==> src/interval_reservation_admission_macros.svh <==
// ----------------------------------------------------------------------------
// Interval reservation admission assertion macros
// Shared concurrent assertion wrappers. They compile away under SYNTHESIS.
// ----------------------------------------------------------------------------
`ifndef INTERVAL_RESERVATION_ADMISSION_MACROS_SVH
`define INTERVAL_RESERVATION_ADMISSION_MACROS_SVH
`ifndef SYNTHESIS
// Clocked assertion that is held off while reset is asserted.
`define IRAD_ASSERT(label, prop, msg) \
	label: assert property (@(posedge clk) disable iff (!arst_n) prop) else $error(msg);
// Clocked assertion that also holds during reset.
`define IRAD_ASSERT_ALWAYS(label, prop, msg) \
	label: assert property (@(posedge clk) prop) else $error(msg);
`else
`define IRAD_ASSERT(label, prop, msg)
`define IRAD_ASSERT_ALWAYS(label, prop, msg)
`endif
`endif

==> src/irad_pkg.sv <==
// ----------------------------------------------------------------------------
// Interval reservation admission package
// Shared widths, register indexes and controller/datapath signal groups.
// ----------------------------------------------------------------------------
`default_nettype none
package irad_pkg;
	localparam int FIELD_W       = 11;
	localparam int CNT_W         = 4;
	localparam int SLOTS_DEFAULT = 1024;
	localparam int PADDR_W       = 3;
	localparam int PDATA_W       = 32;
	localparam logic [CNT_W-1:0] CAPACITY_RESET = 4'd2;

	// Register indexes.
	localparam logic REG_CAPACITY = 1'b0;

	// Commands from the controller to the datapath.
	typedef struct packed {
		logic clr;     // write zero at the pointer and step it
		logic load;    // capture the clamped interval
		logic rd;      // read the slot at the pointer and step it
		logic upd;     // reads of this pass are incremented and written back
		logic rewind;  // pointer back to the start of the interval
		logic emit;    // load the result register
	} cmd_t;

	// Status from the datapath to the controller.
	typedef struct packed {
		logic empty;     // captured interval is empty
		logic last;      // pointer is on the final slot of the interval
		logic clr_last;  // pointer is on the final slot of the store
		logic admit;     // peak is below capacity
	} status_t;
endpackage
`default_nettype wire

==> src/irad_if.sv <==
// ----------------------------------------------------------------------------
// Interval reservation admission channels
// Request and response channel interfaces with valid/ready handshake.
// ----------------------------------------------------------------------------
`default_nettype none
interface irad_req_if;
	logic                         valid;
	logic                         ready;
	logic [irad_pkg::FIELD_W-1:0] range_start;
	logic [irad_pkg::FIELD_W-1:0] range_end;
	modport source (output valid, output range_start, output range_end, input ready);
	modport sink (input valid, input range_start, input range_end, output ready);
endinterface

interface irad_rsp_if;
	logic                       valid;
	logic                       ready;
	logic                       accepted;
	logic [irad_pkg::CNT_W-1:0] peak_overlap;
	modport source (output valid, output accepted, output peak_overlap, input ready);
	modport sink (input valid, input accepted, input peak_overlap, output ready);
endinterface
`default_nettype wire

==> src/interval_reservation_admission.sv <==
// One request is in flight at a time; a new request can be taken in the cycle after the
// result is registered. The occupancy RAM is read one slot per cycle in each pass.
// Reset (arst_n low, asynchronous) sets capacity to 2 and starts a clearing pass that
// zeroes the occupancy store; no request is taken until it ends.
// ----------------------------------------------------------------------------
// Interval reservation admission
// Admits a slot interval reservation when its peak occupancy is below capacity.
// ----------------------------------------------------------------------------
`default_nettype none
module interval_reservation_admission #(
	parameter int SLOTS = irad_pkg::SLOTS_DEFAULT
) (
	input  wire                          clk,
	input  wire                          arst_n,
	irad_req_if.sink                     req,
	irad_rsp_if.source                   rsp,
	input  wire                          psel,
	input  wire                          penable,
	input  wire                          pwrite,
	input  wire [irad_pkg::PADDR_W-1:0]  paddr,
	input  wire [irad_pkg::PDATA_W-1:0]  pwdata,
	output logic [irad_pkg::PDATA_W-1:0] prdata,
	output logic                         pready
);
	import irad_pkg::*;

	// The capacity register is the only configuration state. Writes to any other
	// word address are dropped, and reads of them return zero.
	logic [CNT_W-1:0] capacity_q;
	logic             reg_idx;
	cmd_t             cmd;
	status_t          st;

	assign pready  = 1'b1;
	assign reg_idx = paddr[2];

	always_ff @(posedge clk or negedge arst_n) begin
		if (!arst_n) begin
			capacity_q <= CAPACITY_RESET;
		end else if (psel && penable && pwrite && pready && (reg_idx == REG_CAPACITY)) begin
			capacity_q <= pwdata[CNT_W-1:0];
		end
	end

	assign prdata = (reg_idx == REG_CAPACITY) ? PDATA_W'(capacity_q) : '0;

	// The controller walks each request through a scan pass that finds the
	// highest occupancy over the interval and, when the request is admitted,
	// an update pass that adds one to every slot of it.
	irad_controller u_ctrl (
		.clk       (clk),
		.arst_n    (arst_n),
		.in_valid  (req.valid),
		.in_ready  (req.ready),
		.out_valid (rsp.valid),
		.out_ready (rsp.ready),
		.st        (st),
		.cmd       (cmd)
	);

	// The datapath holds one occupancy count per slot and the result register,
	// so a finished result can wait while the next request is taken.
	irad_datapath #(
		.SLOTS (SLOTS)
	) u_dp (
		.clk          (clk),
		.arst_n       (arst_n),
		.cmd          (cmd),
		.st           (st),
		.range_start  (req.range_start),
		.range_end    (req.range_end),
		.capacity     (capacity_q),
		.accepted     (rsp.accepted),
		.peak_overlap (rsp.peak_overlap)
	);
endmodule
`default_nettype wire

==> src/irad_ram.sv <==
// ----------------------------------------------------------------------------
// Generic RAM
// One write port and one read port with registered read data.
// ----------------------------------------------------------------------------
`default_nettype none
module irad_ram #(
	parameter int WIDTH = 4,
	parameter int DEPTH = 1024
) (
	input  wire                       clk,
	input  wire                       we,
	input  wire [$clog2(DEPTH)-1:0]   waddr,
	input  wire [WIDTH-1:0]           wdata,
	input  wire [$clog2(DEPTH)-1:0]   raddr,
	output logic [WIDTH-1:0]          rdata
);
	logic [WIDTH-1:0] mem [DEPTH];

	always_ff @(posedge clk) begin
		if (we) begin
			mem[waddr] <= wdata;
		end
		rdata <= mem[raddr];
	end
endmodule
`default_nettype wire

==> src/irad_datapath.sv <==
// ----------------------------------------------------------------------------
// Interval reservation admission datapath
// Slot pointer, occupancy store, peak accumulation and result register.
// ----------------------------------------------------------------------------
`default_nettype none
module irad_datapath #(
	parameter int SLOTS = 1024
) (
	input  wire                          clk,
	input  wire                          arst_n,
	input  irad_pkg::cmd_t               cmd,
	output irad_pkg::status_t            st,
	input  wire [irad_pkg::FIELD_W-1:0]  range_start,
	input  wire [irad_pkg::FIELD_W-1:0]  range_end,
	input  wire [irad_pkg::CNT_W-1:0]    capacity,
	output logic                         accepted,
	output logic [irad_pkg::CNT_W-1:0]   peak_overlap
);
	import irad_pkg::*;

	localparam int AW = $clog2(SLOTS);
	localparam int PW = $clog2(SLOTS + 1);
	localparam int CW = (PW > FIELD_W) ? PW : FIELD_W;

	logic [PW-1:0]    ptr_q, start_q, end_q;
	logic [CNT_W-1:0] peak_q;
	logic             empty_q;
	logic             rd_s1, upd_s1;
	logic [AW-1:0]    addr_s1;
	logic [CNT_W-1:0] rdata;
	logic [CW-1:0]    start_w, end_w, start_c, end_c;
	logic             we;
	logic [AW-1:0]    waddr;
	logic [CNT_W-1:0] wdata;

	// Bounds past the last slot are pulled in to the slot count.
	always_comb begin
		start_w = CW'(range_start);
		end_w   = CW'(range_end);
		start_c = (start_w > CW'(SLOTS)) ? CW'(SLOTS) : start_w;
		end_c   = (end_w > CW'(SLOTS)) ? CW'(SLOTS) : end_w;
	end

	always_ff @(posedge clk or negedge arst_n) begin
		if (!arst_n) begin
			ptr_q  <= '0;
			rd_s1  <= 1'b0;
			upd_s1 <= 1'b0;
		end else begin
			rd_s1  <= cmd.rd;
			upd_s1 <= cmd.upd;
			if (cmd.load) begin
				ptr_q <= PW'(start_c);
			end else if (cmd.rewind) begin
				ptr_q <= start_q;
			end else if (cmd.clr || cmd.rd) begin
				ptr_q <= ptr_q + PW'(1);
			end
		end
	end

	always_ff @(posedge clk) begin
		addr_s1 <= ptr_q[AW-1:0];
		if (cmd.load) begin
			start_q <= PW'(start_c);
			end_q   <= PW'(end_c);
			empty_q <= (end_c <= start_c);
			peak_q  <= '0;
		end else if (rd_s1 && !upd_s1 && (rdata > peak_q)) begin
			peak_q <= rdata;
		end
		if (cmd.emit) begin
			accepted     <= empty_q | st.admit;
			peak_overlap <= peak_q;
		end
	end

	// Scan reads fold into the peak; update reads come back incremented.
	always_comb begin
		we    = cmd.clr | (rd_s1 & upd_s1);
		waddr = cmd.clr ? ptr_q[AW-1:0] : addr_s1;
		wdata = cmd.clr ? '0 : rdata + CNT_W'(1);
	end

	irad_ram #(
		.WIDTH (CNT_W),
		.DEPTH (SLOTS)
	) u_occupancy (
		.clk   (clk),
		.we    (we),
		.waddr (waddr),
		.wdata (wdata),
		.raddr (ptr_q[AW-1:0]),
		.rdata (rdata)
	);

	always_comb begin
		st.empty    = empty_q;
		st.last     = (ptr_q == end_q - PW'(1));
		st.clr_last = (ptr_q == PW'(SLOTS - 1));
		st.admit    = (peak_q < capacity);
	end
endmodule
`default_nettype wire

==> src/irad_controller.sv <==
// ----------------------------------------------------------------------------
// Interval reservation admission controller
// Sequences the clearing pass, the peak scan, the update pass and the result.
// ----------------------------------------------------------------------------
`default_nettype none
`include "interval_reservation_admission_macros.svh"
module irad_controller (
	input  wire                clk,
	input  wire                arst_n,
	input  wire                in_valid,
	output logic               in_ready,
	output logic               out_valid,
	input  wire                out_ready,
	input  irad_pkg::status_t  st,
	output irad_pkg::cmd_t     cmd
);
	import irad_pkg::*;

	typedef enum logic [3:0] {
		S_CLEAR, S_IDLE, S_CHECK, S_SCAN, S_DRAIN, S_DECIDE, S_UPD, S_UDRAIN, S_RESP
	} state_t;

	state_t state_q;
	logic   out_free;

	assign in_ready = (state_q == S_IDLE);
	assign out_free = !out_valid || out_ready;

	always_comb begin
		cmd        = '0;
		cmd.clr    = (state_q == S_CLEAR);
		cmd.load   = in_ready && in_valid;
		cmd.rd     = (state_q == S_SCAN) || (state_q == S_UPD);
		cmd.upd    = (state_q == S_UPD);
		cmd.rewind = (state_q == S_DECIDE) && st.admit;
		cmd.emit   = (state_q == S_RESP) && out_free;
	end

	always_ff @(posedge clk or negedge arst_n) begin
		if (!arst_n) begin
			state_q   <= S_CLEAR;
			out_valid <= 1'b0;
		end else begin
			if ((state_q == S_RESP) && out_free) begin
				out_valid <= 1'b1;
			end else if (out_ready) begin
				out_valid <= 1'b0;
			end
			unique case (state_q)
				S_CLEAR: begin
					if (st.clr_last) state_q <= S_IDLE;
				end
				S_IDLE: begin
					if (in_valid) state_q <= S_CHECK;
				end
				S_CHECK: begin
					state_q <= st.empty ? S_RESP : S_SCAN;
				end
				S_SCAN: begin
					if (st.last) state_q <= S_DRAIN;
				end
				S_DRAIN: begin
					state_q <= S_DECIDE;
				end
				S_DECIDE: begin
					state_q <= st.admit ? S_UPD : S_RESP;
				end
				S_UPD: begin
					if (st.last) state_q <= S_UDRAIN;
				end
				S_UDRAIN: begin
					state_q <= S_RESP;
				end
				S_RESP: begin
					if (out_free) begin
						state_q <= S_IDLE;
					end
				end
				default: begin
					state_q <= S_CLEAR;
				end
			endcase
		end
	end

	`IRAD_ASSERT(a_no_scan_empty, (state_q == S_SCAN) |-> !st.empty, "scan of an empty interval")
	`IRAD_ASSERT(a_upd_admitted, $rose(state_q == S_UPD) |-> $past(st.admit), "update without admission")
	`IRAD_ASSERT(a_clr_excl, !(cmd.clr && (cmd.load || cmd.emit)), "request during clearing")
endmodule
`default_nettype wire

==> src/flat_wrapper.sv <==
// flat-port wrapper written by rule: the top's interface ports become plain ports
module interval_reservation_admission_flat import irad_pkg::*;
#(
	parameter int SLOTS = irad_pkg::SLOTS_DEFAULT
)
  (clk, arst_n, psel, penable, pwrite, paddr, pwdata, prdata, pready, req_valid, req_range_start, req_range_end, req_ready, rsp_valid, rsp_accepted, rsp_peak_overlap, rsp_ready);
  irad_req_if req_i ();
  irad_rsp_if rsp_i ();
  input  wire clk;
  input  wire arst_n;
  input  wire psel;
  input  wire penable;
  input  wire pwrite;
  input  wire [irad_pkg::PADDR_W-1:0] paddr;
  input  wire [irad_pkg::PDATA_W-1:0] pwdata;
  output logic [irad_pkg::PDATA_W-1:0] prdata;
  output logic pready;
  input wire logic [$bits(req_i.valid)-1:0] req_valid;
  input wire logic [$bits(req_i.range_start)-1:0] req_range_start;
  input wire logic [$bits(req_i.range_end)-1:0] req_range_end;
  output wire logic [$bits(req_i.ready)-1:0] req_ready;
  output wire logic [$bits(rsp_i.valid)-1:0] rsp_valid;
  output wire logic [$bits(rsp_i.accepted)-1:0] rsp_accepted;
  output wire logic [$bits(rsp_i.peak_overlap)-1:0] rsp_peak_overlap;
  input wire logic [$bits(rsp_i.ready)-1:0] rsp_ready;
  assign req_i.valid = req_valid;
  assign req_i.range_start = req_range_start;
  assign req_i.range_end = req_range_end;
  assign req_ready = req_i.ready;
  assign rsp_valid = rsp_i.valid;
  assign rsp_accepted = rsp_i.accepted;
  assign rsp_peak_overlap = rsp_i.peak_overlap;
  assign rsp_i.ready = rsp_ready;
  interval_reservation_admission #(.SLOTS(SLOTS)) u_core (.clk(clk), .arst_n(arst_n), .req(req_i), .rsp(rsp_i), .psel(psel), .penable(penable), .pwrite(pwrite), .paddr(paddr), .pwdata(pwdata), .prdata(prdata), .pready(pready));
endmodule
==> config.mk <==
export PLATFORM = sky130hd
export DESIGN_NAME = interval_reservation_admission_flat
export DESIGN_NICKNAME = d
export VERILOG_FILES = /design/src/irad_pkg.sv /design/src/irad_if.sv /design/src/interval_reservation_admission.sv /design/src/irad_ram.sv /design/src/irad_datapath.sv /design/src/irad_controller.sv /design/src/flat_wrapper.sv
export VERILOG_INCLUDE_DIRS = /design/src /design/src/src
export SDC_FILE = /design/constraint.sdc
export NUM_CORES = 2
export LEC_CHECK = 0
export ABC_CLOCK_PERIOD_IN_PS = 36700
export BUFFER_PORTS_ARGS = -buffer_cell sky130_fd_sc_hd__buf_2
export CAP_MARGIN = 20
export CORE_UTILIZATION = 40
export CTS_BUF_LIST = sky130_fd_sc_hd__clkbuf_2 sky130_fd_sc_hd__clkbuf_4 sky130_fd_sc_hd__clkbuf_8
export DETAILED_ROUTE_END_ITERATION = 7
export SLEW_MARGIN = 15
export SYNTH_ARGS = -nofsm -noshare
export SYNTH_HDL_FRONTEND = slang
export SYNTH_HIERARCHICAL = 1
export SYNTH_SLANG_ARGS = --single-unit
==> constraint.sdc <==
create_clock -name clk -period 36.7 [get_ports clk]
set_clock_uncertainty 0.15 [all_clocks]
set_input_delay 5.505 -clock clk [delete_from_list [all_inputs] [get_ports clk]]
set_output_delay 5.505 -clock clk [all_outputs]
set_load 0.01 [all_outputs]
-- Word level (Yosys, flattened, before mapping)
Memories as Yosys holds them, arrays and structs flattened. A register that Yosys moved wholly into a read port is not among the register bits.
Index checks and enable logic that the tools add are counted.
- register bits after elaboration: 64
- bits in writable memories: 4096
- input bits: 64
- output and inout port bits: 40
- logic and storage cells: 78
- memories kept: 1
- $add $sub $neg: 3
- $lt $le $gt $ge: 5
- equal/unequal tests: 15
- multiplexer cells: 20
- bitwise gates (word level): 4
- reductions and logical operators: 17
- memory list (name ; depth ; width ; read ports ; clocked after Yosys merged registers in ; wr ports ; RTL line ; text):
    u_core.u_dp.u_occupancy.mem ; 1024 ; 4 ; 1 ; 1 ; 1 ; irad_ram.sv:17 ; logic [WIDTH-1:0] mem [DEPTH];
- operators by type and width (kind ; number):
    2-to-1 mux 11 bit ; 5
    2-to-1 mux 4 bit ; 9
    case mux 4 bit (9 select lines) ; 1
    greater-than comparator 11 bit (second input constant) ; 2
    equality test 4 x 3 -> 1 bit (second input constant) ; 4
    adder 11 x 1 -> 11 bit (second input constant) ; 1
    equality test 11 x 10 -> 1 bit (second input constant) ; 1
    equality test 11 bit ; 1
    <= comparator 11 bit ; 1
    subtractor 11 x 1 -> 11 bit (second input constant) ; 1
    2-to-1 mux 10 bit ; 1
    equality test 4 x 2 -> 1 bit (second input constant) ; 2
    logical AND 1 bit ; 8
    != test 2 x 1 -> 1 bit (second input constant) ; 3
    AND reduction 5 bit ; 1
    adder 4 x 1 -> 4 bit (second input constant) ; 1
    equality test 4 x 1 -> 1 bit (second input constant) ; 1
    equality test 4 bit (second input constant) ; 1
    greater-than comparator 4 bit ; 1
    zero test 4 bit ; 1
    less-than comparator 4 bit ; 1
    2-to-1 mux 1 bit ; 4
    != test 2 bit (second input constant) ; 2
    logical OR 1 bit ; 3
    other kinds (6) ; 8

-- Longest topological paths before layout
- depth after elaboration: 6
- gate-level depth with buffers: 17
- depth with buffers taken out: 11

-- By module
Netlist, hierarchy kept.
- by module, submodules not included (module ; instances ; cells an instance ; area an instance (µm²) ; sequential area each (µm²)):
    irad_ram ; 1 ; 8290 ; 162098.0 ; 123078.0
    irad_datapath ; 1 ; 312 ; 3163.0 ; 1446.4
    interval_reservation_admission ; 1 ; 44 ; 430.4 ; 101.3
    irad_controller ; 1 ; 43 ; 375.4 ; 125.1

-- Worst setup path after synthesis
No wires, ideal clock.
- path type: register to register
- start: reg u_core.u_ctrl.state_q[2]
- end: mem u_core.u_dp.u_occupancy.mem[0][1] (data pin)
- arrival time: 25.788 ns
- data required time: 31.305 ns
- slack: 5.516 ns
- stages on the path, launching flop included: 7
- clock period less this slack: 31.184 ns
- path through: dfrtp_1 > buf_2 > or3_2 > nor2_1 > clkbuf_1 > buf_1 > nor2b_1
- RTL lines (what ; RTL line ; text):
    start: declaration ; irad_controller.sv:23 ; state_t state_q;
    start signal: assignment ; irad_controller.sv:57 ; state_q <= st.empty ? S_RESP : S_SCAN;
    start signal: assignment ; irad_controller.sv:66 ; state_q <= st.admit ? S_UPD : S_RESP;
    end: declaration ; irad_ram.sv:17 ;

-- Worst setup path in the final report
- start: in paddr[2] in the netlist's numbering
- end: out prdata[2] in the netlist's numbering
- cells in the longest elaborated chain, start to end: 1
- RTL lines (what ; RTL line ; text):
    start: declaration ; flat_wrapper.sv:14 ; input wire [irad_pkg::PADDR_W-1:0] paddr;
    2-to-1 mux 4 bit ; interval_reservation_admission.sv:45 ; assign prdata = (reg_idx == REG_CAPACITY) ? PDATA_W'(capacity_q) : '0;
    end: declaration ; flat_wrapper.sv:16 ; output logic [irad_pkg::PDATA_W-1:0] prdata;
Every way passes these cells.

==> run metrics <==
run status complete, no violations; max_cap viols 0; final setup fails 0; Max Clock Freq ~0.086 GHz; row count 236; CTS tree yes; combinational power share 0.002; Reg2Reg Depth 12; Detailed Route Iter0 Violations 11810; CTS Hold Buffers Added 0; Ys Warns 6; hold path depth 0; Max Slew Vio Count 0; share of the synthesized area in the top cell type 0.7457; NetSw approximately 0.0018 W; setup repair bufs after CTS 0; Mapped Area 166100 µm²; depth of the CTS H-tree 6; Chip Height 646.3 µm; worst-path fanout max 5; die footprint around 420000 µm²; Arr. time, crit path around 6000 ps; total CTS buffers 649; clock transition at the registers of the reported paths 50 ps; Vias/cell 5.873; Top FF cell, synth edfxtp_1; first-pass GRT wire length 657900 µm; Net Sw Frac 0.2025; count leader, synth edfxtp_1; R2R Setup Slk 29620 ps; antenna violations before repair 35; Post-synth EDFFs 4124; drt total wl 466100 µm; # resized after CTS 0; syn_area_per_cell ~19 µm²; via count of the routed design 88300; startpoint types primary input; DRT antenna net count 0; Reg power frac 0.569; Longest Clk Path Bufs 4; gr usage total 0.2194; critical path class in -> out; vias in the first global route 88800; initial core utilization 0.4020; Internal Power about 0.0072 W; top post-synthesis cells by count 4124 x edfxtp_1, 1126 x nor2_1, 875 x mux4_2; Syn Inst Count just under 9000; Worst Tran Pin Value 1349 ps; #FFs+latches synth 4164; Final Hold Vio Count 0; critical path's largest stage delay 210 ps; final period demand of the worst path 11620 ps; Yosys top cell by area edfxtp_1; Rel. slew slack 0.1007; PwrDens 48.86 nW/µm²; GRT overflow 0; leakage 44.75 nW; count of distinct cell types in the synthesized netlist 96; top cells by area, synth edfxtp_1 75%, mux4_2 12%, mux2i_1 2.8%; TritonRoute pass-1 iters 6; nature of the critical path endpoint output port; GPL Wtd Cong 0.8586; sequential area share after synthesis 0.7512; cells along the critical path buf_2 -> and2b_2 -> buf_2; Die X 646.3 µm; period utilisation layout 0.3165; VDD IR max 0.03772 mV; Layout Cells excl Fill 15040; Worst Hold Class reg -> reg; Reg2Reg Launch Point u_core/u_dp/ptr_q[1]; RSZ-0062 raised after global routing no; root buf cell clkbuf_8; wire per inst 31.00 µm; clock share of power 0.430; worst r2r dst u_core/u_dp/u_occupancy/rdata[2]; Critical Path RT 31040 ps; worst min-delay path endpoint u_core/u_dp/peak_overlap[3]; layout cells sized above 1 0.2425; DRC Markers 0; IO Pins 104; Max stage delay cell, worst path and2b_2; Final HPWL DP 277800 µm; Final #Nets 9114; core area 413100 µm²; largest net degree at the start of global routing between 200 and 250; Worst-Skew Late Latency 1220 ps; Post-Place Cells between 10000 and 15000; Area Growth Syn to Fin 11.60%; ys async rst share 0.005283; clock sink total ~4200; PortBufs 44; setup_tns 0 ps; most used cell, CP buf_2; hold path start u_core/u_dp/peak_q[3]
==> layout make-up <==
cell class,count,area [µm²]
diodes,14,35.03
clock buffers,843,10480
clock inverters,327,2359
fillers,34890,227800
inverters,32,133.9
multi-input cells,3883,38340
flip-flops and latches,4164,124800
well taps,5474,6849
repair buffers,299,2364
==> cell usage in the layout, fill, tap and decap left out, types with 49 or more instances in the layout <==
master,Yosys,routed
clkinv_2,0,74
edfxtp_1,4124,4124
a21oi_1,143,143
buf_4,90,237
clkinv_1,2,180
mux4_2,875,875
nand3_1,73,49
clkbuf_8,0,665
nand2_1,204,197
o21ai_0,77,77
o221ai_1,168,168
nor2_1,1126,1118
nor3_1,108,105
mux2i_1,467,467
clkbuf_4,0,180
o22ai_1,91,90
a22oi_1,83,83
==> stage by stage <==
stage / hold WS [ps] / power [W] / area, µm² / setup slack, ps / util
after floorplan: 271.2 / 0.005258 / 166200 / 5516 / -
after global placement: 370.9 / 0.005262 / 172300 / 25080 / 0.4170
after detailed placement: 371.3 / 0.005261 / 172300 / 25080 / 0.4171
after CTS: 380.4 / 0.009118 / 185200 / 25080 / 0.4482
after global routing: 386.4 / 0.009304 / 185300 / 25050 / 0.4486
final: 372.4 / 0.009055 / 185300 / 25080 / 0.4487
==> state kept, by name, summed over array words and instances (netlist names) <==
signal,cells
u_core/u_dp/upd_s1,1
u_core/u_dp/rd_s1,1
u_core/u_dp/start_q,11
u_core/capacity_q,4
u_core/u_dp/u_occupancy/rdata,4
u_core/u_dp/peak_overlap,4
u_core/u_ctrl/out_valid,1
u_core/u_dp/addr_s1,10
u_core/u_dp/end_q,11
u_core/u_dp/empty_q,1
u_core/u_ctrl/state_q,4
u_core/u_dp/u_occupancy/mem,4096
u_core/u_dp/accepted,1
u_core/u_dp/ptr_q,11
u_core/u_dp/peak_q,4
==> cell families (layout without fill, tap and decap cells) <==
kind of cell	count (synthesis)	in the layout	share of synthesized area
compound gates	734	734	0.03130
flops	4164	4164	0.7512
mux	1381	1381	0.1495
other cells	2	43	0.00004522
simple gates	1692	1692	0.04330
buf+inv	669	1501	0.02162
fa+ha+maj	21	21	0.001582
xor+xnor	26	26	0.001484
==> worst max-delay path: cells and delay by family <==
family | cells | cell delay, ps
buffers and inverters | 2 | 240
and+or+nand+nor | 1 | 210
==> power by group through the flow <==
stage / clock (W) / combinational (W) / sequential, W
2_1_floorplan: 0 / 0.0000110 / 0.00525
3_3_place_gp: 0 / 0.0000142 / 0.00525
3_5_place_dp: 0 / 0.0000138 / 0.00525
4_1_cts: 0.00396 / 0.0000138 / 0.00515
5_1_grt: 0.00414 / 0.0000159 / 0.00514
6_report: 0.00389 / 0.0000138 / 0.00515
==> per-layer routing <==
layer | track usage | wire (µm) | vias up
met5 | 0 | 41 | -
met4 | 0.07849 | 17450 | 6
met3 | 0.04378 | 45750 | 781
met2 | 0.3548 | 223400 | 4723
met1 | 0.2961 | 179500 | 46720
li1 | - | - | 36080
==> worst max-delay path by stage <==
| stage | startpoint | end | slack, ps | depth (start not counted) |
|---|---|---|---|---|
| floorplan | u_core/u_ctrl/state_q[2] | u_core/u_dp/u_occupancy/mem[0][1] | 5520 | 6 |
| global placement | paddr[2] | prdata[0] | 25080 | 3 |
| detailed placement | paddr[2] | prdata[2] | 25080 | 3 |
| CTS | paddr[2] | prdata[3] | 25080 | 3 |
| global route | paddr[2] | prdata[3] | 25050 | 3 |
| finish | paddr[2] | prdata[2] | 25080 | 3 |
(Power assumes the default switching activity.)
